`src/hw/rtl/h2d_pkg.sv`:
```
package h2d_pkg;

   localparam int FUNC_W      = 3;
   localparam int INDEX_W     = 8;
   localparam int BINS_REG_W  = 5;
   localparam int BIN_PORT_W  = 4;
   localparam int TOTAL_W     = 24;
   localparam int CSR_INDEX_W = 1;

   localparam logic [CSR_INDEX_W-1:0] CSR_BINS_X = 1'b0;
   localparam logic [CSR_INDEX_W-1:0] CSR_BINS_Y = 1'b1;

   localparam logic [BINS_REG_W-1:0] BINS_RESET = 5'd16;
   localparam logic [TOTAL_W-1:0]    TOTAL_MAX  = {TOTAL_W{1'b1}};

   typedef enum logic [FUNC_W-1:0] {
      FN_LOAD_X = 3'd0,
      FN_LOAD_Y = 3'd1,
      FN_ADD    = 3'd2,
      FN_READ   = 3'd3,
      FN_CLEAR  = 3'd4
   } func_type;

   typedef enum logic [1:0] {
      ST_IDLE,
      ST_LOCATE,
      ST_FETCH,
      ST_UPDATE
   } state_type;

endpackage

```
`src/hw/rtl/h2d_axis.sv`:
```
module h2d_axis #(
   parameter int MAX_BINS    = 16,
   parameter int VALUE_WIDTH = 16,
   localparam int NB_W  = $clog2(MAX_BINS + 1),
   localparam int BIN_W = (MAX_BINS > 1) ? $clog2(MAX_BINS) : 1
) (
   input  logic                          clock,
   input  logic                          reset,
   input  logic                          load_en,
   input  logic [h2d_pkg::INDEX_W-1:0]   load_index,
   input  logic signed [VALUE_WIDTH-1:0] load_value,
   input  logic [NB_W-1:0]               bins_used,
   input  logic signed [VALUE_WIDTH-1:0] value,
   output logic                          hit,
   output logic [BIN_W-1:0]              bin
);
   import h2d_pkg::*;

   localparam int EDGES = MAX_BINS + 1;
   localparam int CNT_W = $clog2(EDGES + 1);

   logic signed [VALUE_WIDTH-1:0] edge_ff [EDGES];
   logic [CNT_W-1:0]              below;
   logic signed [VALUE_WIDTH-1:0] last_edge;

   // each edge register watches its own index; loads beyond the table drop
   always_ff @(posedge clock) begin
      for (int i = 0; i < EDGES; i++) begin
         if (reset) begin
            edge_ff[i] <= '0;
         end else if (load_en && (int'(load_index) == i)) begin
            edge_ff[i] <= load_value;
         end
      end
   end

   assign last_edge = edge_ff[bins_used];

   always_comb begin
      below = '0;
      for (int i = 0; i < EDGES; i++) begin
         if ((i <= int'(bins_used)) && (edge_ff[i] <= value)) begin
            below = below + CNT_W'(1);
         end
      end
   end

   assign hit = (value >= edge_ff[0]) && (value <= last_edge);

   // clamp to the last bin when the value sits on the upper edge
   always_comb begin
      if (int'(below) > int'(bins_used)) begin
         bin = BIN_W'(bins_used - NB_W'(1));
      end else begin
         bin = BIN_W'(below - CNT_W'(1));
      end
   end

endmodule

```
`config.mk`:
```
export PLATFORM = sky130hd
export DESIGN_NAME = h2d_axis
export DESIGN_NICKNAME = d
export VERILOG_FILES = /design/src/hw/rtl/h2d_pkg.sv /design/src/hw/rtl/h2d_axis.sv
export SDC_FILE = /design/constraint.sdc
export NUM_CORES = 1
export LEC_CHECK = 0
export BUFFER_PORTS_ARGS = -buffer_cell sky130_fd_sc_hd__buf_4
export CORE_MARGIN = 4
export CORE_UTILIZATION = 30
export CTS_CLUSTER_DIAMETER = 150
export DETAILED_ROUTE_END_ITERATION = 16
export GPL_TIMING_DRIVEN = 0
export PLACE_DENSITY = 0.49
export SLEW_MARGIN = 20
export SYNTH_ARGS = -nofsm -noshare
export SYNTH_HDL_FRONTEND = slang
export SYNTH_SLANG_ARGS = --single-unit
```
`constraint.sdc`:
```
create_clock -name clock -period 44.7 [get_ports clock]
set_input_delay 8.94 -clock clock [delete_from_list [all_inputs] [get_ports clock]]
set_output_delay 8.94 -clock clock [all_outputs]
set_load 0.01 [all_outputs]
```
## Yosys cells after proc, flatten, opt, wreduce, memory -nomap -nowiden

Memories as Yosys holds them, arrays and structs flattened.
Cells that the tools add are included.

| operators by class | value |
|---|---|
| add/sub/neg operators | 18 |
| multipliers | 0 |
| div/mod/pow operators | 0 |
| order comparisons | 36 |
| eq/ne operators | 16 |
| shift-type cells | 0 |
| multiplexer cells | 88 |
| bitwise operators | 17 |
| reductions and logical operators | 35 |

Operator list:

| cell | number |
|---|---|
| $le 16x16->1 | 18 |
| $mux 16 | 17 |
| $add 5x1->5 const B | 16 |
| $mux 5 | 16 |
| $eq 8x5->1 const B | 8 |
| $mux 1 | 54 |
| $le 4x5->1 const A | 8 |
| $logic_and 1x1->1 | 34 |
| $eq 8x4->1 const B | 4 |
| $le 3x5->1 const A | 4 |
| $or 1x1->1 | 17 |
| $eq 8x3->1 const B | 2 |
| $ge 16x16->1 | 1 |
| $le 2x5->1 const A | 2 |
| $eq 8x2->1 const B | 1 |
| $eq 8x6->1 const B | 1 |
| $logic_not 8->1 | 1 |
| $sub 4x1->4 const B | 2 |
| $gt 5x5->1 | 1 |
| $le 1x5->1 const A | 1 |
| $le 5x5->1 const A | 1 |
| $mux 4 | 1 |

| word-level totals | value |
|---|---|
| register bits after elaboration | 0 |
| bits in latches | 0 |
| memory bits (writable) | 272 |
| memory bits (read-only) | 0 |
| input bits | 48 |
| output and inout bits | 5 |
| logic and storage cells | 211 |
| memories kept | 1 |

Memories:

| memory | words | bits a word | rd ports | clocked after Yosys merged registers in | write ports | RTL line | RTL |
|---|---|---|---|---|---|---|---|
| edge_ff | 17 | 16 | 18 | 0 | 17 | h2d_axis.sv:22 | `logic signed [VALUE_WIDTH-1:0] edge_ff [EDGES];` |

## Depth between registers and ports, before layout

An unclocked memory read counts as a cell.

| logic depth | value |
|---|---|
| depth in word-level cells | 37 |
| gate-level depth with buffers | 67 |
| depth with buffers taken out | 67 |

## Worst setup path before layout

OpenSTA, ideal clock, no wires.

| path | value |
|---|---|
| kind | input to output |
| start | input value[15] |
| end | output bin[2] |
| arrival time | 21.247 ns |
| required time | 35.760 ns |
| setup slack | 14.513 ns |
| cell stages on the path | 64 |
| path buffers | 0 |
| cell sequence | inv_1 ha_1 nand4_2 or4_4 a21o_1 a31o_1 o22ai_2 ha_1 a2111oi_0 a211oi_2 inv_1 ha_1 nor2_1 nor2_1 ha_1 nand2b_1 o21a_1 inv_1 (+28 left out) ha_1 nand2b_1 nand2_1 inv_1 ha_1 nor3b_1 or3_4 a2111oi_4 xor2_1 xnor3_1 ha_1 o21ai_0 nand2b_1 a21oi_1 a31oi_1 mux2_2 ha_1 xnor2_1 |

| on the way | value |
|---|---|
| cells in the longest elaborated chain, start to end | 36 |
| elaborated cells between the ends (all ways) | 69 |
| classes of those cells | add/sub: 17; order compare: 18; mux: 18; reduce/logical: 16 |

Ends and longest elaborated chain:

| item | RTL line | RTL |
|---|---|---|
| start: declaration | h2d_axis.sv:13 | `input logic signed [VALUE_WIDTH-1:0] value,` |
| $le 16x16->1 | h2d_axis.sv:42 | `if ((i <= int'(bins_used)) && (edge_ff[i] <= value)) begin` |
| $mux 1 | h2d_axis.sv:42 |  |
| $add 5x1->5 | h2d_axis.sv:43 | `below = below + CNT_W'(1);` |
| $mux 5 | h2d_axis.sv:42 |  |
| $add 5x1->5 | h2d_axis.sv:43 |  |
| $mux 5 | h2d_axis.sv:42 |  |
| $add 5x1->5 | h2d_axis.sv:43 |  |
| $mux 5 | h2d_axis.sv:42 |  |
| (+20 left out) | -- |  |
| $add 5x1->5 | h2d_axis.sv:43 |  |
| $mux 5 | h2d_axis.sv:42 |  |
| $add 5x1->5 | h2d_axis.sv:43 |  |
| $mux 5 | h2d_axis.sv:42 |  |
| $add 5x1->5 | h2d_axis.sv:43 |  |
| $mux 5 * | h2d_axis.sv:42 |  |
| $sub 4x1->4 / $gt 5x5->1 (equally long branches) | h2d_axis.sv:55, h2d_axis.sv:52 |  |
| $mux 4 * | h2d_axis.sv:52 | `if (int'(below) > int'(bins_used)) begin` |
| end: declaration | h2d_axis.sv:15 | `output logic [BIN_W-1:0] bin` |

Mark *: on every way between the ends. The rest lies on a longest branch, timed or not.

## Final worst setup path

| path | value |
|---|---|
| start | input value[11] |
| end | output bin[2] |

The elaborated chain is that of the path after synthesis.

==> impl_metrics.csv <==
group,metric,value,unit
route,postRouteAntennaNets,0,
finish,largest_reg_flops,272,
global_routing,antenna_found_initial,0,
placement,dpl.hpwl,56.81,mm
clocking,root_buffer,"clkbuf_16",
timing,fmax,30.81,MHz
floorplanning,num_rows,97,
timing,slew_viol_final,0,
route,viasPerCell,5.287,
clocking,cts_num_sinks,272,
synthesis,yosysSeqAreaShare,38.41,%
floorplanning,coreArea,70150,µm²
setup_path,crit_fanout,5,
route,dr.pass1.iters,6,
synthesis,synth-edff-count,272,
power_and_ir_drop,power_leakage,0.009419,µW
route,route.detailed.drc,0,
global_routing,grt-ovfl-total,0,
synthesis,syn_avg_cell_area,11.35,µm²
timing,setup_tns,0,ps
finish,regMostFlops,"edge_ff",
setup_path,max_stage_delay,710,ps
setup_path,crit_type,"in2out",
synthesis,ys_types,87,
global_routing,grt_usage,18.33,%
clocking,cts_max_level,1,
finish,drive_above_1_share,11.17,%
route,drt-wirelength-per-cell,23.80,µm
power_and_ir_drop,p_total,1030,µW
placement,gp_congestion,0.8791,
timing,final-setup-viol-count,0,
finish,mostFrequentLayoutCells,"309 x ha_1, 280 x and2_1, 272 x edfxtp_1",
finish,syn_to_final_growth,12.08,%
synthesis,synth.net_count,2230,
timing,fin_crit_sh,72.61,%
setup_path,crit_required,35760,ps
floorplanning,num_io_pins,53,
setup_path,worst_path_max_delay_cell,"mux2i_1",
clocking,cts_made_buffers,29,
route,vias,15430,
route,first_iter_violations,1271,
min_path,min_path_type,"in2reg",
power_and_ir_drop,ir_drop,130.9,µV
finish,layout_commonest_cell,"ha_1",
timing,slew_headroom,28.00,%
timing,period_needed,32460,ps
timing,hold_viol,0,
min_path,hold-path-cell-count,2,
finish,finalInstanceArea,23830,µm²
synthesis,ys.flop_type,"edfxtp_1",
route,wl,69.47,mm
synthesis,yosys_warnings,0,
timing,worst_pin_slew,1080,ps
clocking,cts-resized-gates,0,
job,max_cap_violations,0,
timing,rsz0062_at_grt,"false",
synthesis,ys_top_cells_by_area,"edfxtp_1 38%, ha_1 18%, mux4_2 8.5%",
setup_path,end_kind,"output port",
clocking,cts_tree,"yes",
finish,fin_nets,2313,
min_path,hold_start,"load_value[14]",
setup_path,cp-start-kind,"primary input",
global_routing,grt_pass1_wl,102.9,mm
synthesis,netlist_area,21260,µm²
clocking,cts_hold_buf,0,
outcome,status,"complete, no violations",
power_and_ir_drop,power.density,43.21,nW/µm²
finish,nFillCells,7106,
floorplanning,fp.dieW,274.2,µm
setup_path,worstPathArrival,23520,ps
finish,biggestRegsByFlops,"edge_ff: 272 flops",
placement,port_buffers,47,
global_routing,grt_max_degree,18,
floorplanning,initial_core_util,30.31,%
synthesis,yosysTopAreaCellShare,38.41,%
floorplanning,die_h,274.2,µm
placement,place_area,22850,µm²
synthesis,ys_ff_latch,272,
floorplanning,dieArea,75200,µm²
synthesis,synth_cells,1873,
synthesis,synth.largest_area_cell,"edfxtp_1",
synthesis,ys_async_sr_fraction,0,%
clocking,post-cts-setup-buffers,0,
min_path,whs_endpoint,"edge_ff[12][14]",
clocking,cts_buffer_depth,3,
setup_path,worst_path_most_repeated_cell,"ha_1",
clocking,clk_pin_slew,60,ps
global_routing,grt_pass1_vias,15430,
-- through the flow --
step                      instances  worst slack (ps)  utilization [%]  hold slack (ps)
final                          2919             12240            33.97             8728
after global routing           2918             11350            33.97             8718
after CTS                      2917             12290            33.95             8703
after detailed placement       2864             12310            32.58             9306
after global placement         2860             12460            32.49             9303
after floorplan                1873             14510                -             9138
-- cell type report --
| cell class | count | area [µm²] | share of cell area (%) |
|---|---|---|---|
| Inverter | 82 | 307.8 | 1.292 |
| Sequential cell | 272 | 8168 | 34.27 |
| Buffer | 65 | 255.2 | 1.071 |
| Multi-Input combinational cell | 1454 | 12550 | 52.68 |
| Antenna cell | 1 | 2.502 | 0.01050 |
| Clock inverter | 18 | 216.5 | 0.9083 |
| Clock buffer | 35 | 748.2 | 3.140 |
| Timing Repair Buffer | 52 | 402.9 | 1.691 |
| Tap cell | 940 | 1176 | 4.935 |
-- Yosys cell counts (22+ instances only) --
cell      instances
o21a_1           30
a21o_1           39
edfxtp_1        272
nand3_1          29
clkbuf_1         51
nand4_1          53
inv_1            82
mux4_2           80
nor2b_1          28
ha_1            309
nor3_1           22
and2_1          280
mux2i_1          23
a21oi_1          90
nand2_1          69
xnor2_1          26
o21ai_0          58
nor2_1           79
nand2b_1         22
-- worst max-delay path, delay by kind of cell --
family	cells	cell delay, ps
multiplexers	3	1440
AO/OA/AOI/OAI	17	3750
XOR/XNOR	3	690
buffers and inverters	6	610
AND/OR/NAND/NOR	19	3210
adder cells (fa/ha/maj)	17	4840
-- power by group --
group | internal, µW | switching [µW]
sequential | 294 | 10.0
combinational | 214 | 257
clock | 148 | 108
-- routing by layer --
metal,GRT usage (%),share of wire (%)
met2,30.22,46
met5,0,0
met1,26.06,46
met3,1.383,4.4
met4,4.876,2.7
-- cell families (layout without fill, tap and decap cells) --
| family | after synthesis | count (layout) | share of synthesized area [%] |
|---|---|---|---|
| adders and majority gates | 309 | 309 | 18.18 |
| DFF | 272 | 272 | 38.41 |
| muxes | 107 | 107 | 9.768 |
| and+or+nand+nor | 654 | 654 | 17.64 |
| buffers and inverters | 147 | 252 | 2.619 |
| AOI/OAI and AO/OA | 338 | 338 | 10.66 |
| other | 0 | 1 | 0 |
| xor gates and xnor gates | 46 | 46 | 2.725 |
-- worst max-delay path by stage --
stage                   start  endpoint  slack, ps  cells after the start
detailed placement  value[11]    bin[2]      12310                     65
global placement    value[11]    bin[2]      12460                     65
CTS                 value[11]    bin[2]      12290                     65
floorplan           value[15]    bin[2]      14510                     64
finish              value[11]    bin[2]      12240                     65
global route        value[11]    bin[2]      11350                     65
Note: power is estimated with default switching activity, not from simulation.
